**src/rtl/mcfe_pkg.sv**
```systemverilog
// ----------------------------------------------------------------------------
// mcfe_pkg: shared types and constants of the motor command frame encoder
// Holds the command codes, queue entry type, register layout and the fixed
// frame bytes used by the front end, the queue, the back end and the top.
// ----------------------------------------------------------------------------
package mcfe_pkg;

  typedef enum logic [1:0] {
    CMD_RESET   = 2'd0,
    CMD_ENABLE  = 2'd1,
    CMD_DISABLE = 2'd2,
    CMD_CONTROL = 2'd3
  } cmd_t;

  localparam logic [1:0] REG_CAN_ID       = 2'd0;
  localparam logic [1:0] REG_POS_LIMIT    = 2'd1;
  localparam logic [1:0] REG_SPEED_LIMIT  = 2'd2;
  localparam logic [1:0] REG_TORQUE_LIMIT = 2'd3;

  localparam logic [10:0] RST_CAN_ID       = 11'd1;
  localparam logic [30:0] RST_POS_LIMIT    = 31'd819200;
  localparam logic [30:0] RST_SPEED_LIMIT  = 31'd1966080;
  localparam logic [30:0] RST_TORQUE_LIMIT = 31'd655360;

  localparam logic [31:0] KP_SPAN = 32'd32768000;
  localparam logic [31:0] KD_SPAN = 32'd327680;

  localparam logic [55:0] FIXED_HEAD   = 56'hff_ffff_ffff_ffff;
  localparam logic [7:0]  BYTE_RESET   = 8'hfb;
  localparam logic [7:0]  BYTE_ENABLE  = 8'hfc;
  localparam logic [7:0]  BYTE_DISABLE = 8'hfd;

  localparam logic [2:0] FLD_POS    = 3'd0;
  localparam logic [2:0] FLD_SPEED  = 3'd1;
  localparam logic [2:0] FLD_KP     = 3'd2;
  localparam logic [2:0] FLD_KD     = 3'd3;
  localparam logic [2:0] FLD_TORQUE = 3'd4;

  localparam int QUEUE_DEPTH = 2;
  localparam int QPTR_W      = (QUEUE_DEPTH > 1) ? $clog2(QUEUE_DEPTH) : 1;
  localparam int QCNT_W      = $clog2(QUEUE_DEPTH + 1);

  typedef struct packed {
    cmd_t               cmd;
    logic signed [31:0] position;
    logic signed [31:0] speed;
    logic        [24:0] kp;
    logic        [18:0] kd;
    logic signed [31:0] torque;
  } item_t;

  typedef struct packed {
    logic [10:0] can_id;
    logic [30:0] pos_limit;
    logic [30:0] speed_limit;
    logic [30:0] torque_limit;
  } cfg_regs_t;

  typedef struct packed {
    logic [QCNT_W-1:0] count;
    logic              full;
    logic              empty;
  } q_status_t;

  typedef struct packed {
    logic drive_enabled;
  } front_status_t;

  typedef struct packed {
    logic busy;
    logic done;
  } back_status_t;

endpackage

```
**src/rtl/mcfe_if.sv**
```systemverilog
// ----------------------------------------------------------------------------
// mcfe_cmd_if / mcfe_frame_if: command and frame channels
// Valid/ready channels; a transaction completes when valid and ready are high.
// ----------------------------------------------------------------------------
interface mcfe_cmd_if;
  logic               valid;
  logic               ready;
  logic        [1:0]  command;
  logic signed [31:0] target_position;
  logic signed [31:0] target_speed;
  logic        [24:0] stiffness_gain;
  logic        [18:0] damping_gain;
  logic signed [31:0] feedforward_torque;

  modport source (output valid, command, target_position, target_speed, stiffness_gain,
                  damping_gain, feedforward_torque, input ready);
  modport sink (input valid, command, target_position, target_speed, stiffness_gain,
                damping_gain, feedforward_torque, output ready);
endinterface

interface mcfe_frame_if;
  logic        valid;
  logic        ready;
  logic [10:0] frame_id;
  logic [63:0] frame_payload;

  modport source (output valid, frame_id, frame_payload, input ready);
  modport sink (input valid, frame_id, frame_payload, output ready);
endinterface

```
**src/rtl/mcfe_front.sv**
```systemverilog
// ----------------------------------------------------------------------------
// mcfe_front: command intake and classification
// Accepts command transactions, tracks the drive enable flag and forwards
// every command that produces a frame into the work queue.
// ----------------------------------------------------------------------------
module mcfe_front
  import mcfe_pkg::*;
(
  input  logic          clk,
  input  logic          rst_n,
  mcfe_cmd_if.sink      in_chan,
  input  q_status_t     q_st,
  output logic          push,
  output item_t         push_item,
  output front_status_t front_st
);

  logic drive_enabled_r, drive_enabled_nxt;
  logic accept;
  cmd_t cmd;

  assign in_chan.ready = !q_st.full;
  assign accept        = in_chan.valid && in_chan.ready;
  assign cmd           = cmd_t'(in_chan.command);

  assign push_item.cmd      = cmd;
  assign push_item.position = in_chan.target_position;
  assign push_item.speed    = in_chan.target_speed;
  assign push_item.kp       = in_chan.stiffness_gain;
  assign push_item.kd       = in_chan.damping_gain;
  assign push_item.torque   = in_chan.feedforward_torque;

  assign push = accept && !((cmd == CMD_CONTROL) && !drive_enabled_r);

  always_comb begin
    drive_enabled_nxt = drive_enabled_r;
    if (accept) begin
      case (cmd)
        CMD_ENABLE:  drive_enabled_nxt = 1'b1;
        CMD_DISABLE: drive_enabled_nxt = 1'b0;
        default:     drive_enabled_nxt = drive_enabled_r;
      endcase
    end
  end

  always_ff @(posedge clk) begin
    if (!rst_n) begin
      drive_enabled_r <= 1'b0;
    end else begin
      drive_enabled_r <= drive_enabled_nxt;
    end
  end

  assign front_st.drive_enabled = drive_enabled_r;

endmodule

```
**src/rtl/mcfe_queue.sv**
```systemverilog
// ----------------------------------------------------------------------------
// mcfe_queue: work queue between front end and back end
// A short first-in first-out buffer of classified commands.
// ----------------------------------------------------------------------------
module mcfe_queue
  import mcfe_pkg::*;
(
  input  logic      clk,
  input  logic      rst_n,
  input  logic      push,
  input  item_t     push_item,
  input  logic      pop,
  output item_t     pop_item,
  output q_status_t q_st
);

  item_t             entry_r [QUEUE_DEPTH];
  logic [QPTR_W-1:0] wr_ptr_r, wr_ptr_nxt;
  logic [QPTR_W-1:0] rd_ptr_r, rd_ptr_nxt;
  logic [QCNT_W-1:0] count_r, count_nxt;
  logic              do_push, do_pop;

  assign q_st.count = count_r;
  assign q_st.full  = (count_r == QCNT_W'(QUEUE_DEPTH));
  assign q_st.empty = (count_r == '0);
  assign do_push    = push && !q_st.full;
  assign do_pop     = pop && !q_st.empty;
  assign pop_item   = entry_r[rd_ptr_r];

  always_comb begin
    wr_ptr_nxt = wr_ptr_r;
    rd_ptr_nxt = rd_ptr_r;
    count_nxt  = count_r;
    if (do_push) begin
      wr_ptr_nxt = (wr_ptr_r == QPTR_W'(QUEUE_DEPTH - 1)) ? '0 : wr_ptr_r + 1'b1;
    end
    if (do_pop) begin
      rd_ptr_nxt = (rd_ptr_r == QPTR_W'(QUEUE_DEPTH - 1)) ? '0 : rd_ptr_r + 1'b1;
    end
    if (do_push && !do_pop) begin
      count_nxt = count_r + 1'b1;
    end else if (do_pop && !do_push) begin
      count_nxt = count_r - 1'b1;
    end
  end

  always_ff @(posedge clk) begin
    if (!rst_n) begin
      wr_ptr_r <= '0;
      rd_ptr_r <= '0;
      count_r  <= '0;
    end else begin
      wr_ptr_r <= wr_ptr_nxt;
      rd_ptr_r <= rd_ptr_nxt;
      count_r  <= count_nxt;
    end
  end

  always_ff @(posedge clk) begin
    if (do_push) begin
      entry_r[wr_ptr_r] <= push_item;
    end
  end

endmodule

```
**src/rtl/mcfe_back.sv**
```systemverilog
// ----------------------------------------------------------------------------
// mcfe_back: frame builder
// Takes commands from the work queue, quantizes the five control fields one
// after another with a shared bit-serial divider and holds the finished frame
// in an output register.
// ----------------------------------------------------------------------------
module mcfe_back
  import mcfe_pkg::*;
(
  input  logic         clk,
  input  logic         rst_n,
  input  cfg_regs_t    cfg,
  input  q_status_t    q_st,
  input  item_t        pop_item,
  output logic         pop,
  mcfe_frame_if.source out_chan,
  output back_status_t back_st
);

  typedef enum logic [5:0] {
    S_IDLE = 6'b000001,
    S_LOAD = 6'b000010,
    S_PREP = 6'b000100,
    S_DIV  = 6'b001000,
    S_ACC  = 6'b010000,
    S_DONE = 6'b100000
  } state_t;

  state_t             state_r, state_nxt;
  item_t              item_r, item_nxt;
  logic [2:0]         field_r, field_nxt;
  logic signed [33:0] d_r, d_nxt;
  logic [31:0]        span_r, span_nxt;
  logic [31:0]        rem_r, rem_nxt;
  logic [15:0]        lo_r, lo_nxt;
  logic [15:0]        q_r, q_nxt;
  logic [3:0]         cnt_r, cnt_nxt;
  logic [15:0]        code_r, code_nxt;
  logic [63:0]        payload_r, payload_nxt;
  logic               out_valid_r, out_valid_nxt;
  logic [10:0]        out_id_r, out_id_nxt;
  logic [63:0]        out_payload_r, out_payload_nxt;

  logic               wide;
  logic [30:0]        lim_raw;
  logic [30:0]        lim;
  logic signed [31:0] x_sym;
  logic [47:0]        numer;
  logic [32:0]        trial;
  logic               slot_free;

  assign wide      = (field_r == FLD_POS);
  assign slot_free = !out_valid_r || out_chan.ready;
  assign pop       = (state_r == S_IDLE) && !q_st.empty;

  always_comb begin
    case (field_r)
      FLD_POS:   begin lim_raw = cfg.pos_limit;    x_sym = item_r.position; end
      FLD_SPEED: begin lim_raw = cfg.speed_limit;  x_sym = item_r.speed;    end
      default:   begin lim_raw = cfg.torque_limit; x_sym = item_r.torque;   end
    endcase
    lim = (lim_raw == '0) ? 31'd1 : lim_raw;
  end

  always_comb begin
    if (wide) begin
      numer = {d_r[31:0], 16'b0} - {16'b0, d_r[31:0]};
    end else begin
      numer = {4'b0, d_r[31:0], 12'b0} - {16'b0, d_r[31:0]};
    end
  end

  assign trial = {rem_r, lo_r[15]};

  always_comb begin
    state_nxt       = state_r;
    item_nxt        = item_r;
    field_nxt       = field_r;
    d_nxt           = d_r;
    span_nxt        = span_r;
    rem_nxt         = rem_r;
    lo_nxt          = lo_r;
    q_nxt           = q_r;
    cnt_nxt         = cnt_r;
    code_nxt        = code_r;
    payload_nxt     = payload_r;
    out_valid_nxt   = out_valid_r;
    out_id_nxt      = out_id_r;
    out_payload_nxt = out_payload_r;

    if (out_valid_r && out_chan.ready) begin
      out_valid_nxt = 1'b0;
    end

    case (state_r)
      S_IDLE: begin
        if (!q_st.empty) begin
          item_nxt  = pop_item;
          field_nxt = FLD_POS;
          case (pop_item.cmd)
            CMD_RESET: begin
              payload_nxt = {FIXED_HEAD, BYTE_RESET};
              state_nxt   = S_DONE;
            end
            CMD_ENABLE: begin
              payload_nxt = {FIXED_HEAD, BYTE_ENABLE};
              state_nxt   = S_DONE;
            end
            CMD_DISABLE: begin
              payload_nxt = {FIXED_HEAD, BYTE_DISABLE};
              state_nxt   = S_DONE;
            end
            default: begin
              payload_nxt = '0;
              state_nxt   = S_LOAD;
            end
          endcase
        end
      end
      S_LOAD: begin
        case (field_r)
          FLD_KP: begin
            d_nxt    = {9'b0, item_r.kp};
            span_nxt = KP_SPAN;
          end
          FLD_KD: begin
            d_nxt    = {15'b0, item_r.kd};
            span_nxt = KD_SPAN;
          end
          default: begin
            d_nxt    = {{2{x_sym[31]}}, x_sym} + {3'b0, lim};
            span_nxt = {lim, 1'b0};
          end
        endcase
        state_nxt = S_PREP;
      end
      S_PREP: begin
        if (d_r[33] || (d_r == '0)) begin
          code_nxt  = '0;
          state_nxt = S_ACC;
        end else if (d_r[32:0] >= {1'b0, span_r}) begin
          code_nxt  = wide ? 16'hffff : 16'h0fff;
          state_nxt = S_ACC;
        end else begin
          q_nxt = '0;
          if (wide) begin
            rem_nxt = numer[47:16];
            lo_nxt  = numer[15:0];
            cnt_nxt = 4'd15;
          end else begin
            rem_nxt = numer[43:12];
            lo_nxt  = {numer[11:0], 4'b0};
            cnt_nxt = 4'd11;
          end
          state_nxt = S_DIV;
        end
      end
      S_DIV: begin
        if (trial >= {1'b0, span_r}) begin
          rem_nxt = 32'(trial - {1'b0, span_r});
          q_nxt   = {q_r[14:0], 1'b1};
        end else begin
          rem_nxt = trial[31:0];
          q_nxt   = {q_r[14:0], 1'b0};
        end
        lo_nxt = {lo_r[14:0], 1'b0};
        if (cnt_r == '0) begin
          code_nxt  = q_nxt;
          state_nxt = S_ACC;
        end else begin
          cnt_nxt = cnt_r - 1'b1;
        end
      end
      S_ACC: begin
        if (wide) begin
          payload_nxt = {payload_r[47:0], code_r};
        end else begin
          payload_nxt = {payload_r[51:0], code_r[11:0]};
        end
        if (field_r == FLD_TORQUE) begin
          state_nxt = S_DONE;
        end else begin
          field_nxt = field_r + 1'b1;
          state_nxt = S_LOAD;
        end
      end
      S_DONE: begin
        if (slot_free) begin
          out_valid_nxt   = 1'b1;
          out_id_nxt      = cfg.can_id;
          out_payload_nxt = payload_r;
          state_nxt       = S_IDLE;
        end
      end
      default: begin
        state_nxt = S_IDLE;
      end
    endcase
  end

  always_ff @(posedge clk) begin
    if (!rst_n) begin
      state_r     <= S_IDLE;
      out_valid_r <= 1'b0;
    end else begin
      state_r     <= state_nxt;
      out_valid_r <= out_valid_nxt;
    end
  end

  always_ff @(posedge clk) begin
    item_r        <= item_nxt;
    field_r       <= field_nxt;
    d_r           <= d_nxt;
    span_r        <= span_nxt;
    rem_r         <= rem_nxt;
    lo_r          <= lo_nxt;
    q_r           <= q_nxt;
    cnt_r         <= cnt_nxt;
    code_r        <= code_nxt;
    payload_r     <= payload_nxt;
    out_id_r      <= out_id_nxt;
    out_payload_r <= out_payload_nxt;
  end

  assign out_chan.valid         = out_valid_r;
  assign out_chan.frame_id      = out_id_r;
  assign out_chan.frame_payload = out_payload_r;

  assign back_st.busy = (state_r != S_IDLE);
  assign back_st.done = (state_r == S_DONE);

endmodule

```
**src/rtl/mit_motor_command_frame_encoder.sv**
```systemverilog
// ----------------------------------------------------------------------------
// mit_motor_command_frame_encoder: MIT-mode motor command frame encoder
// Turns reset, enable, disable and control commands into 8-byte CAN frames.
// ----------------------------------------------------------------------------
// A reset, enable or disable command goes from the two-entry work queue through
// S_DONE into the output register. A control command runs through the shared
// bit-serial divider that quantizes the five fields in turn: each field passes
// through the load, prepare and accumulate steps, plus one quotient bit per
// cycle (16 for position and 12 for the others) unless its value saturates.
// Control commands received while the drive is disabled produce no frame.
// Commands keep being accepted while the queue has room; a finished frame waits
// in the output register, and the next one is held in S_DONE until it is free.
module mit_motor_command_frame_encoder
  import mcfe_pkg::*;
(
  input  logic         clk,
  input  logic         rst_n,
  mcfe_cmd_if.sink     in_chan,
  mcfe_frame_if.source out_chan,
  input  logic         cfg_we,
  input  logic [1:0]   cfg_index,
  input  logic [30:0]  cfg_wdata
);

  cfg_regs_t     cfg_r, cfg_nxt;
  q_status_t     q_st;
  front_status_t front_st;
  back_status_t  back_st;
  logic          push, pop;
  item_t         push_item, pop_item;

  always_comb begin
    cfg_nxt = cfg_r;
    if (cfg_we) begin
      case (cfg_index)
        REG_CAN_ID:       cfg_nxt.can_id       = cfg_wdata[10:0];
        REG_POS_LIMIT:    cfg_nxt.pos_limit    = cfg_wdata;
        REG_SPEED_LIMIT:  cfg_nxt.speed_limit  = cfg_wdata;
        REG_TORQUE_LIMIT: cfg_nxt.torque_limit = cfg_wdata;
        default:          cfg_nxt = cfg_r;
      endcase
    end
  end

  always_ff @(posedge clk) begin
    if (!rst_n) begin
      cfg_r.can_id       <= RST_CAN_ID;
      cfg_r.pos_limit    <= RST_POS_LIMIT;
      cfg_r.speed_limit  <= RST_SPEED_LIMIT;
      cfg_r.torque_limit <= RST_TORQUE_LIMIT;
    end else begin
      cfg_r <= cfg_nxt;
    end
  end

  mcfe_front u_front (
    .clk       (clk),
    .rst_n     (rst_n),
    .in_chan   (in_chan),
    .q_st      (q_st),
    .push      (push),
    .push_item (push_item),
    .front_st  (front_st)
  );

  mcfe_queue u_queue (
    .clk       (clk),
    .rst_n     (rst_n),
    .push      (push),
    .push_item (push_item),
    .pop       (pop),
    .pop_item  (pop_item),
    .q_st      (q_st)
  );

  mcfe_back u_back (
    .clk      (clk),
    .rst_n    (rst_n),
    .cfg      (cfg_r),
    .q_st     (q_st),
    .pop_item (pop_item),
    .pop      (pop),
    .out_chan (out_chan),
    .back_st  (back_st)
  );

  a_enable_sets_flag: assert property (@(posedge clk) disable iff (!rst_n)
    (in_chan.valid && in_chan.ready && (in_chan.command == CMD_ENABLE))
    |=> front_st.drive_enabled)
    else $error("enable transaction did not set the drive enable flag");

  a_frame_from_done: assert property (@(posedge clk) disable iff (!rst_n)
    $rose(out_chan.valid) |-> $past(back_st.done))
    else $error("frame presented without the back end finishing it");

  a_queue_drained: assert property (@(posedge clk) disable iff (!rst_n)
    (!q_st.empty && !back_st.busy) |=> back_st.busy)
    else $error("back end stayed idle with work queued");

  a_queue_bound: assert property (@(posedge clk) disable iff (!rst_n)
    (q_st.count <= QCNT_W'(QUEUE_DEPTH)) && (q_st.full != q_st.empty || q_st.count != '0))
    else $error("work queue count out of range");

endmodule

```
**src/flat_wrapper.sv**
```systemverilog
// flat-port wrapper written by rule: the top's interface ports become plain ports
module mit_motor_command_frame_encoder_flat import mcfe_pkg::*;
  (clk, rst_n, cfg_we, cfg_index, cfg_wdata, in_chan_valid, in_chan_command, in_chan_target_position, in_chan_target_speed, in_chan_stiffness_gain, in_chan_damping_gain, in_chan_feedforward_torque, in_chan_ready, out_chan_valid, out_chan_frame_id, out_chan_frame_payload, out_chan_ready);
  mcfe_cmd_if in_chan_i ();
  mcfe_frame_if out_chan_i ();
  input  logic clk;
  input  logic rst_n;
  input  logic cfg_we;
  input  logic [1:0] cfg_index;
  input  logic [30:0] cfg_wdata;
  input wire logic [$bits(in_chan_i.valid)-1:0] in_chan_valid;
  input wire logic [$bits(in_chan_i.command)-1:0] in_chan_command;
  input wire logic [$bits(in_chan_i.target_position)-1:0] in_chan_target_position;
  input wire logic [$bits(in_chan_i.target_speed)-1:0] in_chan_target_speed;
  input wire logic [$bits(in_chan_i.stiffness_gain)-1:0] in_chan_stiffness_gain;
  input wire logic [$bits(in_chan_i.damping_gain)-1:0] in_chan_damping_gain;
  input wire logic [$bits(in_chan_i.feedforward_torque)-1:0] in_chan_feedforward_torque;
  output wire logic [$bits(in_chan_i.ready)-1:0] in_chan_ready;
  output wire logic [$bits(out_chan_i.valid)-1:0] out_chan_valid;
  output wire logic [$bits(out_chan_i.frame_id)-1:0] out_chan_frame_id;
  output wire logic [$bits(out_chan_i.frame_payload)-1:0] out_chan_frame_payload;
  input wire logic [$bits(out_chan_i.ready)-1:0] out_chan_ready;
  assign in_chan_i.valid = in_chan_valid;
  assign in_chan_i.command = in_chan_command;
  assign in_chan_i.target_position = in_chan_target_position;
  assign in_chan_i.target_speed = in_chan_target_speed;
  assign in_chan_i.stiffness_gain = in_chan_stiffness_gain;
  assign in_chan_i.damping_gain = in_chan_damping_gain;
  assign in_chan_i.feedforward_torque = in_chan_feedforward_torque;
  assign in_chan_ready = in_chan_i.ready;
  assign out_chan_valid = out_chan_i.valid;
  assign out_chan_frame_id = out_chan_i.frame_id;
  assign out_chan_frame_payload = out_chan_i.frame_payload;
  assign out_chan_i.ready = out_chan_ready;
  mit_motor_command_frame_encoder u_core (.clk(clk), .rst_n(rst_n), .in_chan(in_chan_i), .out_chan(out_chan_i), .cfg_we(cfg_we), .cfg_index(cfg_index), .cfg_wdata(cfg_wdata));
endmodule
```
**config.mk**
```make
export PLATFORM = sky130hd
export DESIGN_NAME = mit_motor_command_frame_encoder_flat
export DESIGN_NICKNAME = d
export VERILOG_FILES = /design/src/rtl/mcfe_pkg.sv /design/src/rtl/mcfe_if.sv /design/src/rtl/mcfe_front.sv /design/src/rtl/mcfe_queue.sv /design/src/rtl/mcfe_back.sv /design/src/rtl/mit_motor_command_frame_encoder.sv /design/src/flat_wrapper.sv
export SDC_FILE = /design/constraint.sdc
export NUM_CORES = 1
export LEC_CHECK = 0
export BUFFER_PORTS_ARGS = -buffer_cell sky130_fd_sc_hd__buf_2
export CELL_PAD_IN_SITES_DETAIL_PLACEMENT = 0
export CELL_PAD_IN_SITES_GLOBAL_PLACEMENT = 2
export CORE_MARGIN = 3
export CORE_UTILIZATION = 40
export DETAILED_ROUTE_END_ITERATION = 7
export GPL_ROUTABILITY_DRIVEN = 0
export PLACE_DENSITY = 0.76
export SYNTH_ARGS = -nofsm -noshare
export SYNTH_HDL_FRONTEND = slang
export SYNTH_HIERARCHICAL = 1
export SYNTH_SLANG_ARGS = --single-unit
```
**constraint.sdc**
```tcl
create_clock -name clk -period 11.2 [get_ports clk]
set_input_delay 3.36 -clock clk [delete_from_list [all_inputs] [get_ports clk]]
set_output_delay 3.36 -clock clk [all_outputs]
set_load 0.02 [all_outputs]
```
==> results.cfg <==
[final_layout]
multi_input_area_um2 = 14200
syn2layout_area_growth_pct = 11.3
antennaDiodeCount = 0
regArea_um2 = 23800
layout-drive-gt1-share_pct = 18.2
stdcell_count = 4687
mostFrequentLayoutCell = edfxtp_1
fin_nets = 3653
utilization_pct = 45.1
final_cell_mix = edfxtp_1, nand2_1, buf_2, a21oi_1, nor2_1
fill_cells = 8911
final_cell_area_um2 = 44500

[worst_setup_path]
cp-startpoint = u_core/u_back/field_r[1]$_SDFFCE_PN0P_
path_cells = inv_1 > ha_1 > buf_4 > nor2b_2 > buf_4 > a22oi_1 > a21oi_1 > nor4_1 > nand4_1 > o21bai_1 > ha_1 > a211oi_1 > o21bai_1 > o41ai_1 > nand3b_1 > a31oi_1 > o21ai_0 > a211oi_1 > o21ai_0 > xnor2_1 > nor2_1
crit_type = reg -> reg
critical_path_arrival_ps = 6480
crit_required_ps = 11630
cp_max_fo = 33
endpoint_kind = flop
r2r_start = u_core/u_back/field_r[1]$_SDFFCE_PN0P_
cp_top_family = compound AO/OA/AOI/OAI gates
cpPeakStageDelay_ps = 580
path_buf_inv = 3
crit_slowest_cell = nor2b_2
cp-start-kind = flop

[die]
rows = 115
io_pins = 257
dieHeight_um = 322
design.core.area_um2 = 98700
die_area_um2 = 104000
initial_core_util_pct = 40.5
die_w_um = 322

[timing]
tns_ps = 0
setup_ws_ps = 5140
period_share_pct = 54.1
min_period_ps = 6060
setup_viol = 0
rsz0062_at_grt = false
skew_ps = 59.8
slew-limit-headroom_pct = 15.1
hold_viol = 0
maxSlewViolCount = 0
max_freq_ghz = 0.165
worstMarginPinSlew_ps = 1270

[yosys]
syn_inst = 3245
netlist_area_um2 = 40000
syn_nets = 3570
synth_warnings = 6
syn_area_per_cell_um2 = 12.3

[route]
routed_wl_mm = 102
dr.pass1.iters = 5
ant_nets = 0
wl_per_cell_um = 21.8
routed_via_density = 5.35
vias = 25100
drc = 0
drtIter0Drc = 2040

[clock_tree]
clkTransAtPathRegs_ps = 60
cts_buffer_depth = 3
tritoncts = done
cts-buffers-inserted = 90
post_cts_buffers = 0
cts_hold_buf = 0
h-tree-depth = 3
cts.sinks = 830
clock_latency_ps = 680
cts_resized = 0
cts_root_buffer = clkbuf_16

[placement]
hpwlAfterDp_mm = 73.2
dp_cells = 4523
post-place-ws_ps = 5190
io_buffers = 256
dpl_cell_area_um2 = 41400

[power]
power_density_nw_per_um2 = 241
ir_drop_mv = 0.145
leakage_nw = 16.8

[run_status]
status = completed

[global_route]
grt_pass1_vias = 25300
grtUsageTotal_pct = 19.5
grt_overflow = 0
antenna_found_initial = 1
grt_max_degree = 135
grt_pass1_wl_mm = 154

[worst_hold_path]
hp-class = reg -> reg
hp-start = u_core/u_back/payload_r[52]$_DFFE_PP_

[run]
cap_viol_max_count = 0
-- per-layer routing --
metal | track usage (%) | wire length [µm]
met3 | 2.69 | 4080
met1 | 25.2 | 44100
met5 | 0 | 12
met4 | 6.61 | 2980
met2 | 33.8 | 51100
-- worst paths after layout --
| path | slack [ps] | end | depth (start not counted) |
|---|---|---|---|
| worst max-delay path | 5140 | u_core/u_back/d_r[31]$_DFFE_PP_ | 21 |
| worst min-delay path | 420 | u_core/u_back/out_chan.frame_payload[52]$_DFFE_PP_ | 0 |
| worst max register to register | 5140 | u_core/u_back/d_r[31]$_DFFE_PP_ | 21 |
| worst min register to register | 420 | u_core/u_back/out_chan.frame_payload[52]$_DFFE_PP_ | 0 |
-- sequential cells by signal, indices dropped and copies added (netlist names), 3 cells and up, named ones only --
register	flops
u_core/cfg_r	104
u_core/u_back/cnt_r	4
u_core/u_back/code_r	16
u_core/u_back/d_r	33
u_core/u_back/field_r	3
u_core/u_back/item_r	140
u_core/u_back/lo_r	16
u_core/u_back/out_chan.frame_id	11
u_core/u_back/out_chan.frame_payload	64
u_core/u_back/payload_r	64
u_core/u_back/q_r	15
u_core/u_back/rem_r	32
u_core/u_back/span_r	31
u_core/u_back/state_r	6
u_core/u_queue/entry_r	284
-- report_power, final --
part | total (W) | internal, W | switching [W]
sequential | 0.00448 | 0.00425 | 0.000238
clock | 0.00306 | 0.00182 | 0.00123
combinational | 0.00319 | 0.00116 | 0.00204
total | 0.0107 | 0.00722 | 0.00351
-- area by class of cell --
class / instances / area share [%]
Clock inverter: 57 / 1.70
Clock buffer: 107 / 5.22
Tap cell: 1287 / 3.62
Timing Repair Buffer: 288 / 3.48
Sequential cell: 830 / 53.4
Multi-Input combinational cell: 2021 / 31.8
Inverter: 97 / 0.818
-- worst reg2reg max path: cells and delay by family (launching register included) --
kind | cells | cell delay (ps)
buf+inv | 3 | 870
fa+ha+maj | 2 | 410
xor+xnor | 1 | 220
compound gates | 10 | 2670
simple gates | 5 | 1150
flops | 1 | 500
-- metrics by stage --
stage                     total power, W  hold slack (ps)
after global placement           0.00773              403
final                             0.0107              423
after CTS                         0.0108              426
after global routing              0.0113              431
after detailed placement         0.00776              410
after floorplan                  0.00679              400
(Power assumes the default switching activity.)
